[config.mk]
export PLATFORM = sky130hd
export DESIGN_NAME = scw_pipe_div
export DESIGN_NICKNAME = d
export VERILOG_FILES = /design/src/rtl/soft_clip_waveshaper_top_macros.svh /design/src/rtl/scw_pipe_div.sv
export SDC_FILE = /design/constraint.sdc
export NUM_CORES = 1
export LEC_CHECK = 0
export BUFFER_PORTS_ARGS = -buffer_cell sky130_fd_sc_hd__buf_2
export CORE_AREA = 4 4 64 66
export CTS_BUF_LIST = sky130_fd_sc_hd__clkbuf_8 sky130_fd_sc_hd__clkbuf_16
export CTS_CLUSTER_DIAMETER = 60
export DETAILED_ROUTE_END_ITERATION = 10
export DIE_AREA = 0 0 68 70
export PLACE_DENSITY_LB_ADDON = 0.15
export RECOVER_POWER = 25
export REMOVE_ABC_BUFFERS = 1
export SLEW_MARGIN = 20
export SYNTH_ARGS = -nofsm -noshare
export SYNTH_HDL_FRONTEND = slang
export SYNTH_SLANG_ARGS = --single-unit
[constraint.sdc]
create_clock -name clk -period 1.4 [get_ports clk]
set_input_delay 0.21 -clock clk [delete_from_list [all_inputs] [get_ports clk]]
set_output_delay 0.21 -clock clk [all_outputs]
set_load 0.02 [all_outputs]
[src/rtl/soft_clip_waveshaper_top_macros.svh]
// Assertion macros shared by the soft clip waveshaper RTL.
`ifndef SOFT_CLIP_WAVESHAPER_TOP_MACROS_SVH
`define SOFT_CLIP_WAVESHAPER_TOP_MACROS_SVH

// Same-cycle implication, checked on every clock edge outside reset.
`define SCW_ASSERT_NOW(lbl, ante, cons, msg) \
	lbl: assert property (@(posedge clk) disable iff (!arst_n) (ante) |-> (cons)) \
		else $error(msg);

// Next-cycle implication, checked on every clock edge outside reset.
`define SCW_ASSERT_NEXT(lbl, ante, cons, msg) \
	lbl: assert property (@(posedge clk) disable iff (!arst_n) (ante) |=> (cons)) \
		else $error(msg);

`endif

[src/rtl/scw_pipe_div.sv]
// Pipelined restoring divider, one quotient bit per register stage.
module scw_pipe_div #(
	parameter int NW = 8,
	parameter int DW = 4,
	parameter int QW = 4,
	parameter int PW = 1
) (
	input  logic          clk,
	input  logic          arst_n,
	input  logic          in_valid,
	input  logic [NW-1:0] num,
	input  logic [DW-1:0] den,
	input  logic [PW-1:0] in_side,
	output logic          out_valid,
	output logic [QW-1:0] quo,
	output logic [PW-1:0] out_side
);

	// The caller guarantees num >> QW is below den, so QW steps give the full quotient.
	logic          v_sk    [QW];
	logic [DW-1:0] rem_sk  [QW];
	logic [QW-1:0] low_sk  [QW];
	logic [QW-1:0] quo_sk  [QW];
	logic [DW-1:0] den_sk  [QW];
	logic [PW-1:0] side_sk [QW];

	for (genvar k = 0; k < QW; k++) begin : g_st
		logic          v_i;
		logic [DW-1:0] rem_i;
		logic [QW-1:0] low_i;
		logic [QW-1:0] quo_i;
		logic [DW-1:0] den_i;
		logic [PW-1:0] side_i;
		logic [DW:0]   trial;
		logic          take;

		if (k == 0) begin : g_first
			assign v_i    = in_valid;
			assign rem_i  = DW'(num >> QW);
			assign low_i  = num[QW-1:0];
			assign quo_i  = '0;
			assign den_i  = den;
			assign side_i = in_side;
		end else begin : g_next
			assign v_i    = v_sk[k-1];
			assign rem_i  = rem_sk[k-1];
			assign low_i  = low_sk[k-1];
			assign quo_i  = quo_sk[k-1];
			assign den_i  = den_sk[k-1];
			assign side_i = side_sk[k-1];
		end

		assign trial = {rem_i, low_i[QW-1]};
		assign take  = trial >= {1'b0, den_i};

		always_ff @(posedge clk or negedge arst_n) begin
			if (!arst_n) begin
				v_sk[k] <= 1'b0;
			end else begin
				v_sk[k] <= v_i;
			end
		end

		always_ff @(posedge clk) begin
			rem_sk[k]  <= take ? DW'(trial - {1'b0, den_i}) : DW'(trial);
			low_sk[k]  <= low_i << 1;
			quo_sk[k]  <= {quo_i[QW-2:0], take};
			den_sk[k]  <= den_i;
			side_sk[k] <= side_i;
		end
	end

	assign out_valid = v_sk[QW-1];
	assign quo       = quo_sk[QW-1];
	assign out_side  = side_sk[QW-1];

endmodule

## Word level (Yosys, flattened, before mapping)

Memory sizes are Yosys's and may differ from the RTL's.
Cells that the tools add are included.

- Flip-flop bits (word level): 4
- Memory bits (writable): 64
- Input bits: 16
- Output and inout port bits: 6
- Word-level logic and storage cells: 21
- Memories kept: 5

Memories:

| name | words | bits a word | read ports | clocked after memory_dff | wr ports | line | RTL |
|---|---|---|---|---|---|---|---|
| den_sk | 4 | 4 | 3 | 0 | 4 | scw_pipe_div.sv:24 | `logic [DW-1:0] den_sk [QW];` |
| quo_sk | 4 | 4 | 4 | 0 | 4 | scw_pipe_div.sv:23 | `logic [QW-1:0] quo_sk [QW];` |
| rem_sk | 4 | 4 | 3 | 0 | 4 | scw_pipe_div.sv:21 | `logic [DW-1:0] rem_sk [QW];` |
| low_sk | 4 | 3 | 3 | 0 | 4 | scw_pipe_div.sv:22 | `logic [QW-1:0] low_sk [QW];` |
| side_sk | 4 | 1 | 4 | 0 | 4 | scw_pipe_div.sv:25 | `logic [PW-1:0] side_sk [QW];` |

- $add $sub $neg: 4
- Magnitude comparators: 4
- Multiplexer cells: 4

Operators with widths:

| cell | count |
|---|---|
| 5-bit by 4-bit greater-or-equal comparator with 1-bit output | 4 |
| 4-bit two-way mux | 4 |
| 4-bit subtractor | 4 |

## Depth between registers and ports, before layout

Gate-level depths: netlist (run 1).
An unclocked memory read counts as a cell.

- Depth after elaboration: 3
- Mapped depth: 6
- Depth with buffers taken out: 6

## Least setup slack after synthesis (run 1)

No wires, ideal clock.

- Path kind: reg-to-reg
- Start: mem den_sk[1][1]
- End: mem rem_sk[2][2]
- Setup time: 0.121 ns
- Data arrival time: 1.310 ns
- Required time: 1.279 ns
- Slack: -0.032 ns
- Stages on the path, launching flop included: 7
- Path buffers: 0
- Clock period less this slack: 1.432 ns
- Path through: dfxtp_1 inv_1 ha_1 nand4_1 nand2_1 nor2_4 mux2_4

RTL lines:

| element | line |
|---|---|
| start: declaration | scw_pipe_div.sv:24 |
| end: declaration | scw_pipe_div.sv:21 |

==> results of run 1 <==
==> final cells by class <==
class,count,share of cell area (%)
Sequential cell,48,43.8
Multi-Input combinational cell,74,36.0
Timing Repair Buffer,36,9.74
Clock buffer,6,3.63
Inverter,22,3.63
Tap cell,48,2.64
Clock inverter,2,0.605
==> power breakdown <==
group / total (mW) / switching [mW] / internal (mW)
registers: 1.71 / 0.0974 / 1.61
clock network: 0.831 / 0.430 / 0.401
logic: 1.09 / 0.507 / 0.586
==> cell usage after synthesis <==
| master | instances |
|---|---|
| dfxtp_1 | 44 |
| dfrtp_1 | 4 |
| mux2i_1 | 6 |
| nand4_1 | 3 |
| nand2b_1 | 4 |
| a21o_1 | 2 |
| mux2_4 | 3 |
| a21oi_2 | 3 |
| inv_1 | 22 |
| xnor2_1 | 3 |
| a21oi_1 | 3 |
| ha_1 | 16 |
| nor3_1 | 6 |
| o21ai_1 | 3 |
| nor2_4 | 3 |
| nand2_1 | 3 |
| a211o_1 | 1 |
| nor2_1 | 12 |
| fa_1 | 3 |
==> stage by stage <==
| step | hold slack (ps) | total power [mW] | utilization (%) |
|---|---|---|---|
| 2_1_floorplan | -85.6 | 2.30 | - |
| 3_3_place_gp | 12.2 | 2.53 | 54.2 |
| 3_5_place_dp | 19.8 | 2.58 | 54.2 |
| 4_1_cts | 2.02 | 3.52 | 60.4 |
| 5_1_grt | 4.77 | 3.86 | 63.6 |
| 6_report | 10.4 | 3.63 | 63.6 |
==> worst max-delay path, cell delays in order, from the launching register on <==
cell and delay (ps):
dfxtp_2 330, inv_1 60, ha_4 280, nand2b_4 60
a21oi_2 190, nor2_4 60, mux2_4 290
==> registers in the layout (all words and copies together), names as in the netlist <==
| signal | cells |
|---|---|
| den_sk | 12 |
| rem_sk | 12 |
| quo_sk | 10 |
| low_sk | 6 |
| side_sk | 4 |
| g_st.v_i | 3 |
| out_valid | 1 |
==> per-layer routing <==
layer  up-vias  GRT usage (%)  wire length (um)
met5         -              0                 0
met4         0           7.51                89
met3         7           3.86               117
met2        24           23.2              1560
met1       518           13.0              1010
li1        548              -                 -
==> kinds of logic (layout without fill, tap and decap cells) <==
kind of cell / after synthesis / count (layout) / share of synthesized area, %
simple gates: 31 / 31 / 9.65
compound gates: 12 / 12 / 4.71
xor+xnor: 3 / 3 / 1.55
mux: 9 / 9 / 6.19
fa+ha+maj: 19 / 19 / 15.3
flops: 48 / 48 / 57.7
buf+inv: 22 / 66 / 4.86
==> final timing paths <==
check	startpoint	end	slack, ps	depth (start not counted)
setup reg to reg	den_sk[0][1]	rem_sk[1][2]	20	6
setup / recovery	den_sk[0][1]	rem_sk[1][2]	20	6
max in group asynchronous	arst_n	out_valid	940	2
hold / removal	in_side	side_sk[0]	10	1
hold reg to reg	low_sk[0][1]	low_sk[1][2]	330	0
min in group asynchronous	arst_n	g_st[1].v_i	280	2
==> what timing repair did <==
item / CTS / global route
buffers inserted: 1 / 1
hold buffers: 1 / 2
pin swaps: 9 / 6
endpoints found under the setup margin: 7 / 8
endpoints found under the hold margin: 4 / 2
resized for setup: 19 / 22
==> impl_metrics.toml, run 1 <==
[cts]
cts.path.max_buffers = 2
cts_tree = "built"
cts_sinks = 48
cts_buffers = 5
clk_latency_ps = 290
clk_pin_slew_ps = 80
htreeDepth = 2
cts-root-buf = "clkbuf_8"

[synthesis]
ys_seq_elements = 48
yosysWarnings = 0
syn_area_per_cell_sq_um = 11.8
synth_top_area_share_pct = 51.8
syn_area_sq_um = 1700
ys_seq_area_share_pct = 57.7
synthCells = 144
yosys-top-cells-area = "dfxtp_1 (52%), ha_1 (12%), dfrtp_1 (5.9%)"
yosys.cell_types.count = 19
yosysTopAreaCell = "dfxtp_1"

[placement]
place_ws_ps = -93.5
hpwl_mm = 2.07
port_buffers = 21
detailed_place.area_sq_um = 1940
gp_congestion = 0.777
place_inst = 223

[sta]
clock.fmax_mhz = 726
setup_violations = 0
worst-slew-pin-transition_ps = 208
fin_setup_tns_ps = 0
period_needed_ps = 1380
hold_viol_final = 0
rsz0062_at_grt = "true"
slew_headroom_pct = 86.1
min_period_over_period_pct = 98.4
drv_slew = 0
skew_ps = 5.37
layout_setup_ws_ps = 23.1

[detailed_routing]
antenna_left = 0
via_per_inst = 4.65
drcViolationCount = 0
wl_per_cell_um = 11.8
drtPass1Iterations = 4
drt-total-wl_mm = 2.78
num_vias = 1097
drt_iter0_markers = 30

[layout]
multi_input_area_sq_um = 818
antennaDiodeCount = 0
layout.cells.non_filler = 236
layout_common_cells = "dfxtp_1 (32), inv_1 (19), buf_2 (18)"
fin_area_sq_um = 2270
post_route_cells_drive_above_1_share_pct = 43.6
layout-area-overhead-vs-synth_pct = 33.9
fillCellCount = 285
nNetsFinal = 222
seq_area_sq_um = 996
final_common_cell = "dfxtp_1"

[pwr]
powerDensity_nw_per_um2 = 1600
p_leak_nw = 1.02
ir_worst_vdd_uv = 875

[critical_path]
required_ps = 1590
cp-start-kind = "flip-flop"
end_kind = "flip-flop"
crit_type = "flip-flop to flip-flop"
cp_max_fo = 2
worstPathArrival_ps = 1570

[global_route]
antenna_found_initial = 0
grt_max_degree = 16
gr-usage-all-layers_pct = 13.1
grt_first_pass_wirelength_mm = 4.62
grt_pass1_vias = 1150
overflow = 0

[floorplanning]
ioPinCount = 22
die_area_sq_um = 4760
core_area_sq_um = 3580
die_height_um = 70
rows = 22
start_util_pct = 47.5
dieWidth_um = 68

[outcome]
status = "finished, final reports clean"

[run]
drv_cap = 0

[worst_hold_path]
min_path_type = "input port to flip-flop"
No activity file was read; power rests on OpenSTA's default activity.
==> run 2, diff against run 1 <==
- CORE_AREA: 4 4 64 66 -> 4 4 67 69
- DIE_AREA: 0 0 68 70 -> 0 0 71 73
==> impl_metrics.toml, run 2 (same netlist as run 1, synthesis figures left out) <==
[outcome]
status = "finished, violations left"
violations = "setup timing"

[cts]
cts_buffers = 5
cts_sinks = 48
clk_pin_slew_ps = 80
clk_latency_ps = 300
cts_tree = "built"
cts-root-buf = "clkbuf_8"
htreeDepth = 2
cts.path.max_buffers = 2

[critical_path]
cp-start-kind = "flip-flop"
crit_chain = "inv_2 > ha_4 > fa_2 > xnor2_2 > mux2_4"
end_kind = "flip-flop"
critPathSlowestCell = "fa_2"
worstPathArrival_ps = 1600
cpPeakStageDelay_ps = 370
crit_type = "flip-flop to flip-flop"
cp_max_fo = 2
required_ps = 1590

[layout]
layout-area-overhead-vs-synth_pct = 34.8
multi_input_area_sq_um = 836
post_route_cells_drive_above_1_share_pct = 44.1
seq_area_sq_um = 996
antennaDiodeCount = 0
final_common_cell = "dfxtp_1"
layout_common_cells = "dfxtp_1 (32), inv_1 (20), buf_2 (16)"
reg_top3 = "den_sk (12), rem_sk (12), quo_sk (10)"
nNetsFinal = 220
fin_area_sq_um = 2290
fillCellCount = 348

[sta]
worst-slew-pin-transition_ps = 210
fin_setup_tns_ps = -5.53
setup_violations = 1
drv_slew = 0
slew_headroom_pct = 85.9
clock.fmax_mhz = 711
skew_ps = 3.09
period_needed_ps = 1410
hold_viol_final = 0
min_period_over_period_pct = 100
rsz0062_at_grt = "true"
layout_setup_ws_ps = -5.53

[detailed_routing]
drtPass1Iterations = 4
num_vias = 1093
wl_per_cell_um = 12.4
drcViolationCount = 0
drt-total-wl_mm = 2.92
via_per_inst = 4.63
drt_iter0_markers = 38
antenna_left = 0

[pwr]
combPwrFrac_pct = 30.2
p_int_mw = 2.75
ir_worst_vdd_uv = 577
p_leak_nw = 1.04
seq_power_share_pct = 45.1
p_sw_share_pct = 27.8
clkPwrFrac_pct = 24.8
power_switching_mw = 1.06
powerDensity_nw_per_um2 = 1660

[placement]
detailed_place.area_sq_um = 1940
gp_congestion = 0.853
port_buffers = 21
hpwl_mm = 2.07

[worst_hold_path]
min_path_type = "input port to flip-flop"

[floorplanning]
start_util_pct = 43.4
ioPinCount = 22
dieWidth_um = 71
core_area_sq_um = 3910
die_area_sq_um = 5180
rows = 23
die_height_um = 73

[run]
drv_cap = 0

[global_route]
grt_max_degree = 15
grt_first_pass_wirelength_mm = 4.87
grt_pass1_vias = 1214
overflow = 0
gr-usage-all-layers_pct = 12.3
antenna_found_initial = 0
-- run 2: power by group through the flow --
stage	Sequential [mW]	Combinational, mW	Clock (mW)
after floorplan	1.74	0.552	0
after global placement	1.71	0.837	0
after detailed placement	1.71	0.878	0
after CTS	1.70	0.989	0.970
after global routing	1.75	1.25	1.02
final	1.71	1.15	0.942
-- run 2: layout make-up --
| cell class | instances | share of cell area (%) |
|---|---|---|
| clock buffers | 5 | 3.00 |
| clock inverters | 3 | 1.69 |
| inverters | 22 | 3.60 |
| multi-input cells | 74 | 36.5 |
| flip-flops and latches | 48 | 43.5 |
| well taps | 50 | 2.73 |
| repair buffers | 34 | 9.01 |
-- run 2: repair_timing --
| action | 4_1_cts | 5_1_grt |
|---|---|---|
| pin swaps | 7 | 13 |
| resized for setup | 19 | 28 |
| setup endpoints to repair | 7 | 8 |
| setup buffers | 0 | 2 |
| endpoints found under the hold margin | 4 | 0 |
| hold buffers | 1 | 0 |
-- run 2: metal layers --
layer | GRT usage [%] | up-vias | part of all wire, %
met5 | 0 | - | 0
met4 | 6.89 | 0 | 2.9
met3 | 2.89 | 10 | 4.2
met2 | 23.7 | 25 | 58
met1 | 11.9 | 512 | 35
li1 | - | 546 | -
-- run 2: worst max-delay path, delay by kind of cell (launching register included) --
| family | cells | cell delay [ps] |
|---|---|---|
| DFF | 1 | 320 |
| buffers and inverters | 1 | 40 |
| xor gates and xnor gates | 1 | 150 |
| muxes | 1 | 260 |
| adders and majority gates | 2 | 520 |
-- run 2: path summary, 6_finish.rpt --
check	startpoint	end	slack [ps]	cells past startpoint
hold reg to reg	low_sk[0][1]	low_sk[1][2]	330	0
setup / recovery	low_sk[1][2]	rem_sk[2][2]	-6	5
setup reg to reg	low_sk[1][2]	rem_sk[2][2]	-6	5
hold / removal	num[0]	low_sk[0][0]	10	1
min in group asynchronous	arst_n	g_st[1].v_i	280	2
max in group asynchronous	arst_n	out_valid	950	2
-- run 2: stage by stage --
| stage | hold WS, ps | cells | worst slack, ps | utilization [%] | power (mW) |
|---|---|---|---|---|---|
| 2_1_floorplan | -85.6 | 144 | -31.6 | - | 2.30 |
| 5_1_grt | 4.41 | 236 | -54.9 | 58.5 | 4.01 |
| 3_3_place_gp | 13.3 | 225 | -52.9 | 49.6 | 2.54 |
| 3_5_place_dp | 16.1 | 225 | -89.0 | 49.6 | 2.59 |
| 6_report | 13.1 | 236 | -5.53 | 58.5 | 3.81 |
| 4_1_cts | 6.75 | 234 | -11.7 | 55.5 | 3.66 |
==> run 3, diff against run 2 <==
- HOLD_SLACK_MARGIN: unset -> 0.02
- PLACE_DENSITY: unset -> 0.74
- PLACE_DENSITY_LB_ADDON: 0.15 -> unset
==> impl_metrics.toml, run 3 (same netlist as run 1, synthesis figures left out) <==
[layout]
reg_top3 = "den_sk (12), rem_sk (12), quo_sk (10)"
nNetsFinal = 229
antennaDiodeCount = 0
post_route_cells_drive_above_1_share_pct = 42.8
layout.cells.non_filler = 244
utilization_pct = 59.9
final_common_cell = "dfxtp_1"
fin_area_sq_um = 2340
layout_common_cells = "dfxtp_1 (34), inv_1 (19), buf_2 (19)"
fillCellCount = 345
layout-area-overhead-vs-synth_pct = 37.9

[critical_path]
crit_type = "flip-flop to flip-flop"
endpoint = "quo_sk[3][0]"
reg2reg_depth = 6
cp_max_fo = 1
end_kind = "flip-flop"
crit_start = "low_sk[2][2]"
cp-start-kind = "flip-flop"
required_ps = 1580
r2r_start = "low_sk[2][2]"
worstPathArrival_ps = 1560
rrSetupSlack_ps = 20
r2r-end = "quo_sk[3][0]"

[detailed_routing]
antenna_left = 0
num_vias = 1096
drcViolationCount = 0
wl_per_cell_um = 10.6
via_per_inst = 4.49
drt-total-wl_mm = 2.59
drt_iter0_markers = 38
drtPass1Iterations = 2

[placement]
port_buffers = 21
gp_congestion = 0.824
hpwl_mm = 1.78
place_inst = 226
detailed_place.area_sq_um = 1950

[sta]
period_needed_ps = 1380
hold_viol_final = 0
setup_violations = 0
clock.fmax_mhz = 725
worst-slew-pin-transition_ps = 203
slew_headroom_pct = 86.4
drv_slew = 0
rsz0062_at_grt = "true"
min_period_over_period_pct = 98.6
skew_ps = 5.02

[global_route]
antenna_found_initial = 0
grt_pass1_vias = 1184
gr-usage-all-layers_pct = 11.8
grt_first_pass_wirelength_mm = 4.60
overflow = 0
grt_max_degree = 14

[pwr]
ir_worst_vdd_uv = 425
powerDensity_nw_per_um2 = 1560
p_leak_nw = 1.06

[run]
drv_cap = 0

[cts]
cts_tree = "built"
cts_buffers = 5
cts-root-buf = "clkbuf_8"
htreeDepth = 2
clk_pin_slew_ps = 80
cts.path.max_buffers = 2
clk_latency_ps = 290
cts_sinks = 48

[worst_hold_path]
hold_path_startpoint = "den[1]"
min_path_type = "input port to flip-flop"

[floorplanning]
core_area_sq_um = 3910
rows = 23
ioPinCount = 22
die_area_sq_um = 5180
die_height_um = 73
dieWidth_um = 71
start_util_pct = 43.4

[outcome]
status = "finished, final reports clean"
==> run 3: cell count changes in the layout (fill, tap and decap cells not counted), sizes merged <==
cell / before / now
dlygate4sd3: 1 / 8
buf: 28 / 32
bufinv: 1 / 0
clkinv: 1 / 0
inv: 23 / 22
==> run 3: how the worst min path moves through the flow <==
| stage | to | slack, ps | depth (start not counted) |
|---|---|---|---|
| global placement | out_valid | 10 | 1 |
| floorplan | g_st[1].v_i | -90 | 0 |
| global route | den_sk[0][1] | 80 | 1 |
| CTS | den_sk[0][3] | 20 | 1 |
| detailed placement | out_valid | 20 | 1 |
| finish | den_sk[0][1] | 80 | 1 |
==> run 3: layout make-up <==
cell class / instances / area, sq um / share of cell area, %
Clock buffer: 7 / 96.3 / 4.11
Timing Repair Buffer: 43 / 295 / 12.6
Tap cell: 50 / 62.6 / 2.67
Inverter: 22 / 82.6 / 3.52
Sequential cell: 48 / 993 / 42.4
Multi-Input combinational cell: 74 / 813 / 34.7
==> run 3: repair_timing <==
action                     4_1_cts  5_1_grt
hold endpoints to repair         9        2
resized for setup               18       23
pin swaps                        8        5
setup endpoints to repair        7        7
cloned                           0        0
hold buffers                     6        2
setup buffers                    2        1
==> run 3: routing by layer <==
metal	up-vias	global-route usage [%]	part of all wire, %
met2	22	20.9	55
met4	0	8.35	4.0
met1	500	11.1	36
met5	-	0	0
li1	566	-	-
met3	8	4.41	5.1
==> run 3: stage by stage <==
step           setup WS (ps)  power [mW]  hold WS, ps  setup TNS [ps]
2_1_floorplan          -31.6        2.30        -85.6           -73.4
3_3_place_gp           -50.2        2.53         14.3            -147
3_5_place_dp           -81.6        2.56         17.0            -237
4_1_cts                 4.09        3.57         22.2               0
5_1_grt                -53.9        3.91         81.7            -120
6_report                20.2        3.67         83.4               0
==> run 3: power breakdown <==
group          leakage [nW]  internal (mW)  total [mW]  switching, mW
sequential            0.417           1.61        1.71         0.0980
combinational         0.593          0.617        1.12          0.505
clock                0.0503          0.439       0.835          0.396
==> run 3: critical path, stage by stage (launching register included) <==
cell and delay [ps]:
dfxtp_1 310, inv_1 30, ha_1 260, nand2b_4 130, a21o_1 150, a21o_1 150
a211o_1 240
